===== src/rtl/u8u16_pkg.sv =====
// ----------------------------------------------------------------------------
// u8u16_pkg
// Shared types and constants for the UTF-8 to UTF-16 transcoder.
// ----------------------------------------------------------------------------
package u8u16_pkg;

  localparam int CP_W        = 21;
  localparam int QUEUE_DEPTH = 4;
  localparam int QPTR_W      = $clog2(QUEUE_DEPTH);

  localparam logic [15:0] REPL_UNIT    = 16'hFFFD;
  localparam logic [15:0] HI_SURR_BASE = 16'hD800;
  localparam logic [15:0] LO_SURR_BASE = 16'hDC00;
  localparam logic [15:0] TERM_UNIT    = 16'h0000;

  localparam logic [CP_W-1:0] CP_MIN2     = 21'h000080;
  localparam logic [CP_W-1:0] CP_MIN3     = 21'h000800;
  localparam logic [CP_W-1:0] CP_SURR_LO  = 21'h00D800;
  localparam logic [CP_W-1:0] CP_SURR_HI  = 21'h00DFFF;
  localparam logic [CP_W-1:0] CP_MIN4     = 21'h010000;
  localparam logic [CP_W-1:0] CP_MAX      = 21'h10FFFF;
  localparam logic [CP_W-1:0] CP_BMP_MAX  = 21'h00FFFF;
  localparam logic [CP_W-1:0] CP_SUPP_OFS = 21'h010000;

  localparam logic [2:0] LEN_NONE = 3'd0;
  localparam logic [2:0] LEN_2    = 3'd2;
  localparam logic [2:0] LEN_3    = 3'd3;
  localparam logic [2:0] LEN_4    = 3'd4;

  // what remains of the decoded codepoint in a command
  localparam logic [1:0] EMIT_NONE = 2'd0;
  localparam logic [1:0] EMIT_ONE  = 2'd1;
  localparam logic [1:0] EMIT_PAIR = 2'd2;
  localparam logic [1:0] EMIT_LOW  = 2'd3;

  typedef struct packed {
    logic [7:0] byte_in;
    logic       last_byte;
  } in_item_t;

  typedef struct packed {
    logic [15:0] code_unit;
    logic        last_unit;
  } out_item_t;

  // one classified request: repl replacement units, then the codepoint,
  // then an optional terminator
  typedef struct packed {
    logic [2:0]      repl;
    logic [1:0]      emit;
    logic [CP_W-1:0] cp;
    logic            term;
    logic            last;
  } cmd_t;

endpackage


===== src/rtl/u8u16_front.sv =====
// ----------------------------------------------------------------------------
// u8u16_front
// Decode front end: tracks the open UTF-8 sequence and turns each byte that
// yields code units or ends a string into a command for the unit emitter.
// ----------------------------------------------------------------------------
module u8u16_front (
  input  logic                clk,
  input  logic                rst,
  input  logic                cfg_wr_en,
  input  logic                cfg_wr_data,
  input  logic                in_valid,
  output logic                in_ready,
  input  u8u16_pkg::in_item_t in_data,
  input  logic                queue_full,
  output logic                push,
  output u8u16_pkg::cmd_t     push_data
);
  import u8u16_pkg::*;

  logic            append_terminator;
  logic [2:0]      expected_length;
  logic [1:0]      bytes_seen;
  logic [CP_W-1:0] partial_codepoint;

  logic [2:0]      expected_length_next;
  logic [1:0]      bytes_seen_next;
  logic [CP_W-1:0] partial_codepoint_next;

  logic [7:0]      b;
  logic            last;
  logic            cont;
  logic [2:0]      seen;
  logic [CP_W-1:0] cp;
  logic            ok;
  logic            lead_go;
  logic [2:0]      lead_len;
  logic [CP_W-1:0] lead_bits;
  logic            accept;
  cmd_t            cmd;

  assign b        = in_data.byte_in;
  assign last     = in_data.last_byte;
  assign cont     = (b[7:6] == 2'b10);
  assign seen     = {1'b0, bytes_seen} + 3'd1;
  assign cp       = {partial_codepoint[CP_W-7:0], b[5:0]};
  assign in_ready = !queue_full;
  assign accept   = in_valid && in_ready;

  always_comb begin
    case (expected_length)
      LEN_2:   ok = (cp >= CP_MIN2);
      LEN_3:   ok = (cp >= CP_MIN3) && !((cp >= CP_SURR_LO) && (cp <= CP_SURR_HI));
      default: ok = (cp >= CP_MIN4) && (cp <= CP_MAX);
    endcase
  end

  always_comb begin
    cmd                    = '0;
    cmd.last               = last;
    expected_length_next   = expected_length;
    bytes_seen_next        = bytes_seen;
    partial_codepoint_next = partial_codepoint;
    lead_go                = 1'b0;
    lead_len               = LEN_NONE;
    lead_bits              = '0;

    if (expected_length != LEN_NONE) begin
      if (cont) begin
        if (seen >= expected_length) begin
          if (ok) begin
            cmd.emit = (cp > CP_BMP_MAX) ? EMIT_PAIR : EMIT_ONE;
            cmd.cp   = cp;
          end else begin
            cmd.repl = expected_length;
          end
          expected_length_next   = LEN_NONE;
          bytes_seen_next        = '0;
          partial_codepoint_next = '0;
        end else if (last) begin
          cmd.repl = seen;
        end else begin
          bytes_seen_next        = seen[1:0];
          partial_codepoint_next = cp;
        end
      end else begin
        cmd.repl               = {1'b0, bytes_seen};
        expected_length_next   = LEN_NONE;
        bytes_seen_next        = '0;
        partial_codepoint_next = '0;
        lead_go                = 1'b1;
      end
    end else begin
      lead_go = 1'b1;
    end

    if (lead_go) begin
      if (!b[7]) begin
        cmd.emit = EMIT_ONE;
        cmd.cp   = {{(CP_W-8){1'b0}}, b};
      end else if (b[7:5] == 3'b110) begin
        lead_len  = LEN_2;
        lead_bits = {{(CP_W-5){1'b0}}, b[4:0]};
      end else if (b[7:4] == 4'b1110) begin
        lead_len  = LEN_3;
        lead_bits = {{(CP_W-4){1'b0}}, b[3:0]};
      end else if (b[7:3] == 5'b11110) begin
        lead_len  = LEN_4;
        lead_bits = {{(CP_W-3){1'b0}}, b[2:0]};
      end else begin
        cmd.repl = cmd.repl + 3'd1;
      end
      if (lead_len != LEN_NONE) begin
        if (last) begin
          cmd.repl = cmd.repl + 3'd1;
        end else begin
          expected_length_next   = lead_len;
          bytes_seen_next        = 2'd1;
          partial_codepoint_next = lead_bits;
        end
      end
    end

    if (last) begin
      expected_length_next   = LEN_NONE;
      bytes_seen_next        = '0;
      partial_codepoint_next = '0;
      cmd.term               = append_terminator;
    end
  end

  assign push      = accept && ((cmd.repl != 3'd0) || (cmd.emit != EMIT_NONE) || cmd.term || last);
  assign push_data = cmd;

  always_ff @(posedge clk) begin
    if (rst) begin
      append_terminator <= 1'b0;
      expected_length   <= LEN_NONE;
      bytes_seen        <= '0;
      partial_codepoint <= '0;
    end else begin
      if (cfg_wr_en) begin
        append_terminator <= cfg_wr_data;
      end
      if (accept) begin
        expected_length   <= expected_length_next;
        bytes_seen        <= bytes_seen_next;
        partial_codepoint <= partial_codepoint_next;
      end
    end
  end

endmodule


===== src/rtl/u8u16_queue.sv =====
// ----------------------------------------------------------------------------
// u8u16_queue
// Small command FIFO between the decode front end and the unit emitter.
// ----------------------------------------------------------------------------
module u8u16_queue (
  input  logic            clk,
  input  logic            rst,
  input  logic            push,
  input  u8u16_pkg::cmd_t push_data,
  output logic            full,
  input  logic            pop,
  output u8u16_pkg::cmd_t pop_data,
  output logic            empty
);
  import u8u16_pkg::*;

  cmd_t              entries [QUEUE_DEPTH];
  logic [QPTR_W-1:0] wr_ptr;
  logic [QPTR_W-1:0] rd_ptr;
  logic [QPTR_W:0]   count;
  logic              do_push;
  logic              do_pop;

  assign full     = (count == (QPTR_W+1)'(QUEUE_DEPTH));
  assign empty    = (count == '0);
  assign do_push  = push && !full;
  assign do_pop   = pop && !empty;
  assign pop_data = entries[rd_ptr];

  always_ff @(posedge clk) begin
    if (do_push) begin
      entries[wr_ptr] <= push_data;
    end
  end

  always_ff @(posedge clk) begin
    if (rst) begin
      wr_ptr <= '0;
      rd_ptr <= '0;
      count  <= '0;
    end else begin
      if (do_push) begin
        wr_ptr <= wr_ptr + 1'b1;
      end
      if (do_pop) begin
        rd_ptr <= rd_ptr + 1'b1;
      end
      if (do_push && !do_pop) begin
        count <= count + 1'b1;
      end else if (do_pop && !do_push) begin
        count <= count - 1'b1;
      end
    end
  end

endmodule


===== src/rtl/u8u16_back.sv =====
// ----------------------------------------------------------------------------
// u8u16_back
// Unit emitter: expands each command into UTF-16 code units, one per
// cycle unless the output is stalled, into a registered output.
// ----------------------------------------------------------------------------
module u8u16_back (
  input  logic                 clk,
  input  logic                 rst,
  input  logic                 empty,
  input  u8u16_pkg::cmd_t      pop_data,
  output logic                 pop,
  output logic                 out_valid,
  input  logic                 out_ready,
  output u8u16_pkg::out_item_t out_data
);
  import u8u16_pkg::*;

  cmd_t            cur;
  logic            cur_valid;
  cmd_t            cur_next;
  logic [15:0]     unit;
  logic            done;
  logic            step;
  logic [CP_W-1:0] v;
  logic            load;

  assign v    = cur.cp - CP_SUPP_OFS;
  assign step = cur_valid && (!out_valid || out_ready);

  always_comb begin
    cur_next = cur;
    unit     = TERM_UNIT;
    if (cur.repl != 3'd0) begin
      unit          = REPL_UNIT;
      cur_next.repl = cur.repl - 3'd1;
    end else begin
      case (cur.emit)
        EMIT_ONE: begin
          unit          = cur.cp[15:0];
          cur_next.emit = EMIT_NONE;
        end
        EMIT_PAIR: begin
          unit          = HI_SURR_BASE + {6'd0, v[19:10]};
          cur_next.emit = EMIT_LOW;
        end
        EMIT_LOW: begin
          unit          = LO_SURR_BASE + {6'd0, v[9:0]};
          cur_next.emit = EMIT_NONE;
        end
        default: begin
          unit          = TERM_UNIT;
          cur_next.term = 1'b0;
        end
      endcase
    end
  end

  assign done = (cur_next.repl == 3'd0) && (cur_next.emit == EMIT_NONE) && !cur_next.term;
  assign load = !cur_valid || (step && done);
  assign pop  = load && !empty;

  always_ff @(posedge clk) begin
    if (step) begin
      out_data.code_unit <= unit;
      out_data.last_unit <= done && cur.last;
    end
    if (pop) begin
      cur <= pop_data;
    end else if (step) begin
      cur <= cur_next;
    end
  end

  always_ff @(posedge clk) begin
    if (rst) begin
      out_valid <= 1'b0;
      cur_valid <= 1'b0;
    end else begin
      if (step) begin
        out_valid <= 1'b1;
      end else if (out_ready) begin
        out_valid <= 1'b0;
      end
      if (load) begin
        cur_valid <= !empty;
      end
    end
  end

endmodule


===== src/rtl/utf8_to_utf16_transcoder.sv =====
// ----------------------------------------------------------------------------
// utf8_to_utf16_transcoder
// Streaming UTF-8 to UTF-16 transcoder with U+FFFD replacement.
// ----------------------------------------------------------------------------
// One UTF-8 byte is taken per cycle while the queue has room. The front end
// decodes it at once and, if it yields code units or ends a string, writes
// a command into a four-entry queue; the emitter drains the queue at one
// code unit per cycle, unless the output stalls, into a registered output.
// Surrogate pairs yield two units and malformed input up to five
// (replacements plus terminator), as the queue fills and in_ready drops.
// append_terminator (cfg_wr_data at cfg_wr_en) adds a zero unit after the
// output of the last byte; write it only while the block is idle.
// ----------------------------------------------------------------------------
module utf8_to_utf16_transcoder (
  input  logic                 clk,
  input  logic                 rst,
  input  logic                 cfg_wr_en,
  input  logic                 cfg_wr_data,
  input  logic                 in_valid,
  output logic                 in_ready,
  input  u8u16_pkg::in_item_t  in_data,
  output logic                 out_valid,
  input  logic                 out_ready,
  output u8u16_pkg::out_item_t out_data
);
  import u8u16_pkg::*;

  logic queue_full;
  logic queue_empty;
  logic push;
  logic pop;
  cmd_t push_data;
  cmd_t pop_data;

  u8u16_front u_front (
    .clk         (clk),
    .rst         (rst),
    .cfg_wr_en   (cfg_wr_en),
    .cfg_wr_data (cfg_wr_data),
    .in_valid    (in_valid),
    .in_ready    (in_ready),
    .in_data     (in_data),
    .queue_full  (queue_full),
    .push        (push),
    .push_data   (push_data)
  );

  u8u16_queue u_queue (
    .clk       (clk),
    .rst       (rst),
    .push      (push),
    .push_data (push_data),
    .full      (queue_full),
    .pop       (pop),
    .pop_data  (pop_data),
    .empty     (queue_empty)
  );

  u8u16_back u_back (
    .clk       (clk),
    .rst       (rst),
    .empty     (queue_empty),
    .pop_data  (pop_data),
    .pop       (pop),
    .out_valid (out_valid),
    .out_ready (out_ready),
    .out_data  (out_data)
  );

endmodule


===== config.mk =====
export PLATFORM = sky130hd
export DESIGN_NAME = utf8_to_utf16_transcoder
export DESIGN_NICKNAME = d
export VERILOG_FILES = /design/src/rtl/u8u16_pkg.sv /design/src/rtl/u8u16_front.sv /design/src/rtl/u8u16_queue.sv /design/src/rtl/u8u16_back.sv /design/src/rtl/utf8_to_utf16_transcoder.sv
export SDC_FILE = /design/constraint.sdc
export NUM_CORES = 1
export LEC_CHECK = 0
export BUFFER_PORTS_ARGS = -buffer_cell sky130_fd_sc_hd__buf_4
export CAP_MARGIN = 0
export CORE_ASPECT_RATIO = 1.4
export CORE_MARGIN = 4
export CORE_UTILIZATION = 40
export DETAILED_ROUTE_END_ITERATION = 8
export GPL_TIMING_DRIVEN = 0
export PLACE_DENSITY_LB_ADDON = 0.1
export SLEW_MARGIN = 20
export SYNTH_ARGS = -nofsm -noshare
export SYNTH_HDL_FRONTEND = slang
export SYNTH_SLANG_ARGS = --single-unit
export TNS_END_PERCENT = 100

===== constraint.sdc =====
create_clock -name clk -period 6.57 [get_ports clk]
set_clock_uncertainty 0.05 [all_clocks]
set_input_delay 0.9855 -clock clk [delete_from_list [all_inputs] [get_ports clk]]
set_output_delay 0.9855 -clock clk [all_outputs]
set_load 0.01 [all_outputs]

==> key figures, run 1 <==
Status
  – Outcome: finished, final reports clean

Floorplan
  – Chip height: 175 um
  – Site Rows: 60
  – Die ar.: 22200 sq um
  – Core area: 19400 sq um
  – Initial Util: 40.9%
  – Die Span X: 127 um
  – Ports: 34

Routing
  – DRT Pass-1 Iters: 5
  – Post-DRT Antenna Nets: 0
  – Vias: 4784
  – # DRC: 0
  – Vias per inst: 5.53
  – DR WL/cell: 20.1 um
  – Initial DRC count: 331
  – Drt total wl: 17400 um

Worst setup path
  – Worst Path Required: 6.88 ns
  – Setup crit end kind: register
  – WS Path Type: reg2reg
  – Max incr delay on CP: 0.60 ns
  – Crit-path slowest cell: dfxtp_1
  – CP most frequent cell: ha_1
  – Crit path max fanout: 9
  – Worst Setup Start Kind: register
  – Cells along the critical path: ha_1 -> ha_1 -> nand2_1 -> o21ai_1 -> nand3_1 -> o211a_1 -> a21oi_1 -> ha_1 -> nand2_1 -> o21ai_0 -> ha_1 -> inv_1 -> a31oi_1 -> a21oi_1 -> a21oi_2 -> a211o_4 -> ha_1 -> inv_1 -> fa_1 -> xor2_1 -> or3_1 -> a21oi_1
  – Critical path arrival: 5.71 ns

Global route
  – Met2 usage: 29.7%
  – Met1 Use GR: 19.0%
  – Residual overflow from global routing: 0
  – Initial antenna violation count: 0
  – GRT Total Usage: 16.5%
  – Largest net degree at the start of global routing: 29
  – First-pass GRT wire length: 27600 um
  – Vias in the first global route: 4933
  – Layer with the highest usage: met2
  – Met3 usage: 3.75%

Synth
  – FFs w/ async S/R, synth: 0%
  – Post-synth top area share: 57.6%
  – Mean area per synthesized cell: 14.3 sq um
  – EDFF count, synth: 152
  – Mapped Area: 7920 sq um
  – #FFs+latches synth: 184
  – Yosys cell types: 61
  – YS warnings: 0
  – Most used DFF post-synth: edfxtp_1
  – Synth Instances: 553
  – Area leader, netlist: edfxtp_1
  – Seq/Total Area, Yosys: 65.7%
  – Syn Nets: 583
  – Ranking of synthesized cells by area: edfxtp_1, dfxtp_1, mux4_2

Timing
  – Fin. Hold Viols: 0
  – Worst setup margin: 1.17 ns
  – Worst-Margin Slew: 0.970 ns
  – RSZ-0062 raised after global routing: no
  – FMAX: 0.185 GHz
  – Slew Viols, Final: 0
  – Setup TNS: 0 ns
  – Fin crit period: 5.40 ns
  – Slew margin rel.: 34.8%
  – Fin crit share: 82.1%
  – Final setup violation count: 0

Final layout
  – Design Area, Final: 9080 sq um
  – Fill cells: 1728
  – Layout cells sized above 1: 18.6%
  – Final core occ: 46.9%
  – Area Growth Syn to Fin: 14.6%
  – Most common cell after layout, fill and taps aside: edfxtp_1
  – # diodes: 0
  – Nets: 634
  – Most frequent cells in the layout: edfxtp_1, nor2_1, nand2_1

Clocking
  – Maximum root-to-sink buffer count: 2
  – Resized Gates After CTS: 0
  – TritonCTS clock tree: built
  – CTS sink cnt: 184
  – CTS buffer count: 17
  – Clk Latency, worst-skew pair: 0.43 ns
  – Clk root buf: clkbuf_16
  – Hold_buf cts: 0
  – Clock-pin slew on the worst setup and hold paths: 0.07 ns
  – Post-CTS Setup Repair Bufs: 0
  – H-tree levels: 4

Power and ir drop
  – PwrDens: 390 nW/um^2
  – Flop pwr share: 46.6%
  – Lkg Pwr: 3.12 nW
  – Peak supply drop: 0.158 mV
  – Clk pwr share: 29.0%
  – Internal power: 0.00244 W
  – Sw Share: 31.1%
  – Comb pwr share: 24.4%
  – Tot Pwr: 0.00354 W
  – Psw: 0.00110 W

Placed design
  – Pre-CTS setup slack: 1.19 ns
  – Post-DP HPWL: 12300 um
  – Placed cell area: 8470 sq um
  – Port-buffer cells: 32
  – GP Congestion: 0.855

Hold path
  – Hold Crit Class: reg2reg

Run
  – Max-cap viol count: 0
[path summary, 6_finish.rpt]
path,start,to,slack (ns),cells past startpoint
worst max register to register,u_front.bytes_seen[0],u_queue.count[2],1.17,22
worst min-delay path,u_front.append_terminator,u_front.append_terminator,0.47,2
worst min register to register,u_front.append_terminator,u_front.append_terminator,0.47,2
worst max-delay path,u_front.bytes_seen[0],u_queue.count[2],1.17,22
[critical path, delay by kind of cell (launching register included)]
kind | cells | cell delay (ns)
AO/OA/AOI/OAI | 9 | 1.95
XOR/XNOR | 1 | 0.18
adder cells (fa/ha/maj) | 6 | 1.80
buffers and inverters | 2 | 0.10
AND/OR/NAND/NOR | 4 | 0.62
flip-flops | 1 | 0.60
[sequential cells by signal, summed over array words and instances (netlist names), 2 cells and up, named ones only]
signal / count
u_queue.entries: 108
u_back.cur: 27
u_back.out_data: 17
u_front.partial_codepoint: 15
u_front.expected_length: 3
u_queue.count: 3
u_front.bytes_seen: 2
u_queue.rd_ptr: 2
u_queue.wr_ptr: 2
[cell usage after synthesis (all sizes together), types with 15 or more instances]
library cell / number
a21oi: 23
a22oi: 15
and2: 26
and3: 23
clkbuf: 19
dfxtp: 32
edfxtp: 152
mux4: 27
nand2: 40
nor2: 42
[routing by layer]
metal  up-vias  wire length (um)  share of wire [%]
met1      2397              6850                 39
met4         0               403                2.3
met3        27               637                3.7
met5         -                 0                  0
met2       124              9520                 55
li1       2236                 -                  -
[layout make-up]
cell class                      count  area (sq um)  share of cell area, %
Sequential cell                   184          5200                   57.3
Tap cell                          248           310                   3.42
Multi-Input combinational cell    328          2550                   28.1
Clock buffer                       17           425                   4.69
Clock inverter                     15           179                   1.97
Buffer                             26           110                   1.21
Inverter                           15          57.6                  0.634
Timing Repair Buffer               32           240                   2.65
[cells by family after synthesis]
| kind of cell | Yosys count | share of synthesized area, % |
|---|---|---|
| AO/OA/AOI/OAI | 88 | 8.02 |
| multiplexers | 34 | 8.66 |
| flip-flops | 184 | 65.7 |
| adder cells (fa/ha/maj) | 15 | 2.46 |
| buffers and inverters | 41 | 2.12 |
| AND/OR/NAND/NOR | 183 | 12.1 |
| XOR/XNOR | 8 | 0.885 |
[power groups by stage]
| stage | clock network [W] | registers, W | logic, W |
|---|---|---|---|
| after global placement | 0 | 0.00166 | 0.000859 |
| after detailed placement | 0 | 0.00167 | 0.000877 |
| after CTS | 0.00105 | 0.00165 | 0.000880 |
| final | 0.00103 | 0.00165 | 0.000864 |
| after floorplan | 0 | 0.00164 | 0.000609 |
| after global routing | 0.00111 | 0.00167 | 0.000958 |
[per-stage QoR]
step / std cells / hold slack [ns]
after CTS: 865 / 0.460
after global placement: 833 / 0.429
after floorplan: 553 / 0.402
after global routing: 865 / 0.495
after detailed placement: 833 / 0.434
final: 865 / 0.467
Note: power is estimated with default switching activity, not from simulation.
==> run 2, diff against run 1 <==
==> constraint.sdc (replaced) <==
create_clock -name clk -period 4.5 [get_ports clk]
set_clock_uncertainty 0.05 [all_clocks]
set_input_delay 0.675 -clock clk [delete_from_list [all_inputs] [get_ports clk]]
set_output_delay 0.675 -clock clk [all_outputs]
set_load 0.01 [all_outputs]
==> key figures, run 2 (synthesis results as in run 1) <==
Status
  – Outcome: finished, final reports clean

Global route
  – Residual overflow from global routing: 0
  – GRT Total Usage: 16.3%
  – Largest net degree at the start of global routing: 29
  – Vias in the first global route: 5006
  – Initial antenna violation count: 0
  – First-pass GRT wire length: 27200 um

Routing
  – Drt total wl: 17300 um
  – DRT Pass-1 Iters: 4
  – DR WL/cell: 19.7 um
  – # DRC: 0
  – Vias: 4768
  – Vias per inst: 5.45
  – Post-DRT Antenna Nets: 0
  – Initial DRC count: 318

Worst setup path
  – R2R Path End: u_queue.count[2]
  – Cells along the critical path: ha_4 -> ha_4 -> nand2_4 -> o21ai_4 -> nand3_2 -> o211a_1 -> a21oi_2 -> ha_1 -> nand2_1 -> o21ai_2 -> ha_1 -> inv_1 -> a31oi_1 -> a21oi_1 -> a21oi_2 -> a211o_4 -> ha_4 -> inv_1 -> fa_2 -> xor2_2 -> or3_4 -> a21oi_2
  – Crit-path slowest cell: or3_4
  – FF-to-FF Start: u_front.bytes_seen[1]
  – Critical path arrival: 4.67 ns
  – Crit path depth: 22
  – Reg2reg setup slack: 0.13 ns
  – Worst Setup Start Kind: register
  – WS Path Type: reg2reg
  – Worst Path Required: 4.81 ns
  – Crit path max fanout: 6
  – CP delay by family, top: adder cells
  – Setup crit end kind: register
  – Reg2reg path depth: 22
  – WP buf/inv: 2
  – Max incr delay on CP: 0.38 ns

Timing
  – Fin crit period: 4.37 ns
  – Slew Viols, Final: 0
  – Slew margin rel.: 33.8%
  – Fin. Hold Viols: 0
  – Final setup violation count: 0
  – Fin crit share: 97.1%
  – FMAX: 0.229 GHz
  – Setup TNS: 0 ns
  – Worst-Margin Slew: 0.984 ns
  – RSZ-0062 raised after global routing: no

Clocking
  – Clk root buf: clkbuf_16
  – CTS sink cnt: 184
  – H-tree levels: 4
  – Clock-pin slew on the worst setup and hold paths: 0.07 ns
  – TritonCTS clock tree: built
  – Maximum root-to-sink buffer count: 2
  – CTS buffer count: 17
  – Clk Latency, worst-skew pair: 0.43 ns
  – Hold_buf cts: 0

Placed design
  – Placed cell area: 8480 sq um
  – GP Congestion: 0.898
  – Inst Count DP: 833
  – Port-buffer cells: 32
  – Post-DP HPWL: 12000 um

Power and ir drop
  – Tot Pwr: 0.00516 W
  – PwrDens: 557 nW/um^2
  – Flop pwr share: 46.4%
  – Psw: 0.00159 W
  – Clk pwr share: 28.0%
  – Internal power: 0.00358 W
  – Sw Share: 30.7%
  – Comb pwr share: 25.6%
  – Peak supply drop: 0.236 mV
  – Lkg Pwr: 3.18 nW

Hold path
  – Worst hold path depth: 3
  – Min-Delay Endpoint: u_front.append_terminator
  – Hold Crit Class: in2reg
  – HP Start: cfg_wr_data

Final layout
  – Area Growth Syn to Fin: 17.1%
  – Biggest regs: u_queue.entries (108), u_back.cur (27), u_back.out_data (17)
  – Most flop-heavy register: u_queue.entries
  – Most frequent cells in the layout: edfxtp_1, nor2_1, buf_4
  – Finished Layout Cells: 875
  – Final core occ: 47.9%
  – Design Area, Final: 9280 sq um
  – Layout cells sized above 1: 23.1%
  – Most common cell after layout, fill and taps aside: edfxtp_1
  – # diodes: 0
  – Nets: 644
  – Max reg flops: 108

Floorplan
  – Die Span X: 127 um
  – Chip height: 175 um
  – Site Rows: 60
  – Initial Util: 40.9%
  – Core area: 19400 sq um
  – Ports: 34
  – Die ar.: 22200 sq um

Run
  – Max-cap viol count: 0
==> run 2: worst max-delay path by stage <==
stage	from	end
after floorplan	u_front.bytes_seen[0]	u_queue.count[2]
after global placement	u_front.bytes_seen[0]	u_queue.count[2]
after detailed placement	u_front.bytes_seen[0]	u_queue.count[2]
after CTS	u_front.bytes_seen[0]	u_queue.count[2]
after global routing	u_front.bytes_seen[1]	u_queue.count[2]
final	u_front.bytes_seen[1]	u_queue.count[2]
==> run 2: final cells by class <==
| type | count | area [sq um] |
|---|---|---|
| buffer | 26 | 110 |
| clock buffer | 17 | 425 |
| clock inverter | 15 | 139 |
| fill | 1694 | 10100 |
| inverter | 15 | 57.6 |
| multi-input combinational | 328 | 2700 |
| sequential | 184 | 5220 |
| tap | 248 | 310 |
| timing repair buffer | 42 | 319 |
==> run 2: repair_timing <==
item	4_1_cts	5_1_grt
gates cloned	0	0
gates resized for setup	17	15
hold endpoints to repair	0	0
pin swaps	5	16
buffers inserted	7	3
setup endpoints to repair	111	110
==> run 2: stage by stage <==
stage	setup WS, ns	hold slack [ns]
after global routing	0.00290	0.440
final	0.133	0.432
after detailed placement	-0.689	0.441
after CTS	0.00492	0.417
after global placement	-0.535	0.425
after floorplan	0.0192	0.402
==> run 2: per-layer routing <==
layer,up-vias,global-route usage (%),wire (um)
li1,2247,-,-
met1,2382,19.0,6860
met2,109,28.7,9160
met3,30,3.47,714
met4,0,6.75,529
met5,-,0,0
==> run 2: worst min-delay path: stages <==
cell     delay (ns)
buf_4          0.07
mux2i_1        0.05
nor2_1         0.07
==> run 2: power groups by stage <==
stage | sequential (W) | combinational, W | clock [W]
final | 0.00240 | 0.00132 | 0.00144
after global routing | 0.00243 | 0.00145 | 0.00155
after CTS | 0.00240 | 0.00131 | 0.00147
after detailed placement | 0.00244 | 0.00128 | 0
after global placement | 0.00243 | 0.00126 | 0
after floorplan | 0.00240 | 0.000889 | 0
==> run 3, diff against run 2 <==
--- a/config.mk
+++ b/config.mk
@@ -7,6 +7,8 @@
 export LEC_CHECK = 0
 export BUFFER_PORTS_ARGS = -buffer_cell sky130_fd_sc_hd__buf_4
 export CAP_MARGIN = 0
+export CELL_PAD_IN_SITES_DETAIL_PLACEMENT = 0
+export CELL_PAD_IN_SITES_GLOBAL_PLACEMENT = 1
 export CORE_ASPECT_RATIO = 1.4
 export CORE_MARGIN = 4
 export CORE_UTILIZATION = 40
==> key figures, run 3 (synthesis results as in run 1) <==
Status
  – Outcome: finished, final reports clean

Worst setup path
  – Critical path arrival: 4.60 ns
  – Reg2reg setup slack: 0.20 ns
  – Worst Setup Start Kind: register
  – Reg2reg path depth: 22
  – Crit path max fanout: 5
  – FF-to-FF Start: u_front.bytes_seen[0]
  – R2R Path End: u_queue.count[2]
  – WS Path Type: reg2reg
  – Setup crit end kind: register
  – Worst Path Required: 4.79 ns

Floorplan
  – Die Span X: 127 um
  – Chip height: 175 um
  – Die ar.: 22200 sq um
  – Initial Util: 40.9%
  – Ports: 34
  – Site Rows: 60
  – Core area: 19400 sq um

Final layout
  – Max reg flops: 108
  – # diodes: 0
  – Design Area, Final: 9280 sq um
  – Fill cells: 1738
  – Most flop-heavy register: u_queue.entries
  – Most common cell after layout, fill and taps aside: edfxtp_1
  – FF+latch area: 5220 sq um
  – Layout cells sized above 1: 22.7%
  – Area Growth Syn to Fin: 17.1%
  – Biggest regs: u_queue.entries (108), u_back.cur (27), u_back.out_data (17)
  – Area of the multi-input gates: 2680 sq um
  – Nets: 646
  – Most frequent cells in the layout: edfxtp_1, buf_4, nor2_1
  – Final core occ: 47.9%

Placed design
  – Port-buffer cells: 32
  – Placed cell area: 8480 sq um
  – Post-DP HPWL: 12000 um
  – GP Congestion: 0.846

Global route
  – GRT Total Usage: 16.1%
  – Initial antenna violation count: 0
  – Vias in the first global route: 4975
  – Residual overflow from global routing: 0
  – Largest net degree at the start of global routing: 29
  – First-pass GRT wire length: 27100 um

Power and ir drop
  – Lkg Pwr: 3.19 nW
  – Peak supply drop: 0.263 mV
  – PwrDens: 549 nW/um^2

Clocking
  – TritonCTS clock tree: built
  – CTS buffer count: 17
  – Hold_buf cts: 0
  – Maximum root-to-sink buffer count: 2
  – Clk root buf: clkbuf_16
  – Clock-pin slew on the worst setup and hold paths: 0.06 ns
  – H-tree levels: 4
  – CTS sink cnt: 184
  – Clk Latency, worst-skew pair: 0.43 ns

Routing
  – # DRC: 0
  – Post-DRT Antenna Nets: 0
  – Drt total wl: 17000 um
  – DRT Pass-1 Iters: 5
  – Vias: 4762
  – Vias per inst: 5.43
  – Initial DRC count: 291
  – DR WL/cell: 19.4 um

Timing
  – Fin. Hold Viols: 0
  – FMAX: 0.232 GHz
  – Final setup violation count: 0
  – Fin crit period: 4.30 ns
  – Worst-Margin Slew: 0.958 ns
  – Slew Viols, Final: 0
  – Slew margin rel.: 35.6%
  – Fin crit share: 95.6%

Hold path
  – Min-Delay Endpoint: u_front.append_terminator
  – HP Start: u_front.append_terminator
  – Hold Crit Class: reg2reg
  – Worst hold path depth: 2

Run
  – Max-cap viol count: 0
run 3: cell count changes in the layout (fill, tap and decap cells not counted), moves of 2 or more:
cell / previous run / this run
inv_8: 2 / 0
clkinvlp_4: 0 / 2
inv_6: 7 / 4
buf_4: 41 / 43
run 3: power breakdown:
part | leakage [nW] | switching (W) | total, W | internal (W)
Clock | 0.275 | 0.000624 | 0.00144 | 0.000817
Sequential | 1.63 | 0.000133 | 0.00239 | 0.00226
Combinational | 1.28 | 0.000736 | 0.00126 | 0.000526
Total | 3.19 | 0.00149 | 0.00510 | 0.00360
run 3: how the worst max path moves through the flow:
stage                               start          endpoint  cells past startpoint
6_report            u_front.bytes_seen[0]  u_queue.count[2]                     22
2_1_floorplan       u_front.bytes_seen[0]  u_queue.count[2]                     22
3_5_place_dp        u_front.bytes_seen[0]  u_queue.count[2]                     22
4_1_cts             u_front.bytes_seen[0]  u_queue.count[2]                     22
3_3_place_gp        u_front.bytes_seen[0]  u_queue.count[2]                     22
5_1_grt        u_front.expected_length[1]  u_queue.count[2]                     22
run 3: per-layer routing:
metal	global-route usage (%)	wire, um
met3	3.50	527
met5	0	0
met4	5.99	264
met1	18.0	6710
met2	29.5	9530
run 3: final cells by class:
class                      count  area share [%]
multi-input combinational    328            28.9
clock inverter                15            1.59
sequential                   184            56.2
timing repair buffer          44            3.60
inverter                      15           0.620
buffer                        26            1.19
clock buffer                  17            4.59
tap                          248            3.35
run 3: per-stage QoR:
stage	total power [W]	cells	hold slack (ns)	worst slack, ns	setup TNS, ns
after floorplan	0.00329	553	0.402	0.0192	0
after global placement	0.00365	833	0.422	-0.541	-31.49
after detailed placement	0.00369	833	0.439	-0.630	-36.56
after CTS	0.00515	874	0.430	0.00761	0
after global routing	0.00539	877	0.440	-0.00575	-0.00575
final	0.00510	877	0.452	0.199	0
run 3: what timing repair did:
item	CTS	global route
setup buffers	9	3
resized for setup	10	16
endpoints found under the setup margin	111	110
pin swaps	5	10
run 3: critical path, cell delays in order (launching register included):
cell	delay [ns]
dfxtp_4	0.35
ha_4	0.24
ha_1	0.28
nand2_2	0.07
o21ai_4	0.21
nand3_2	0.11
o211a_1	0.26
a21oi_2	0.18
ha_4	0.23
nand2_1	0.05
o21ai_0	0.08
ha_1	0.28
inv_1	0.03
a31oi_1	0.15
a21oi_1	0.09
a21oi_2	0.19
a211o_4	0.19
ha_4	0.14
inv_1	0.05
fa_2	0.38
xor2_1	0.17
or3_1	0.31
a21oi_1	0.13
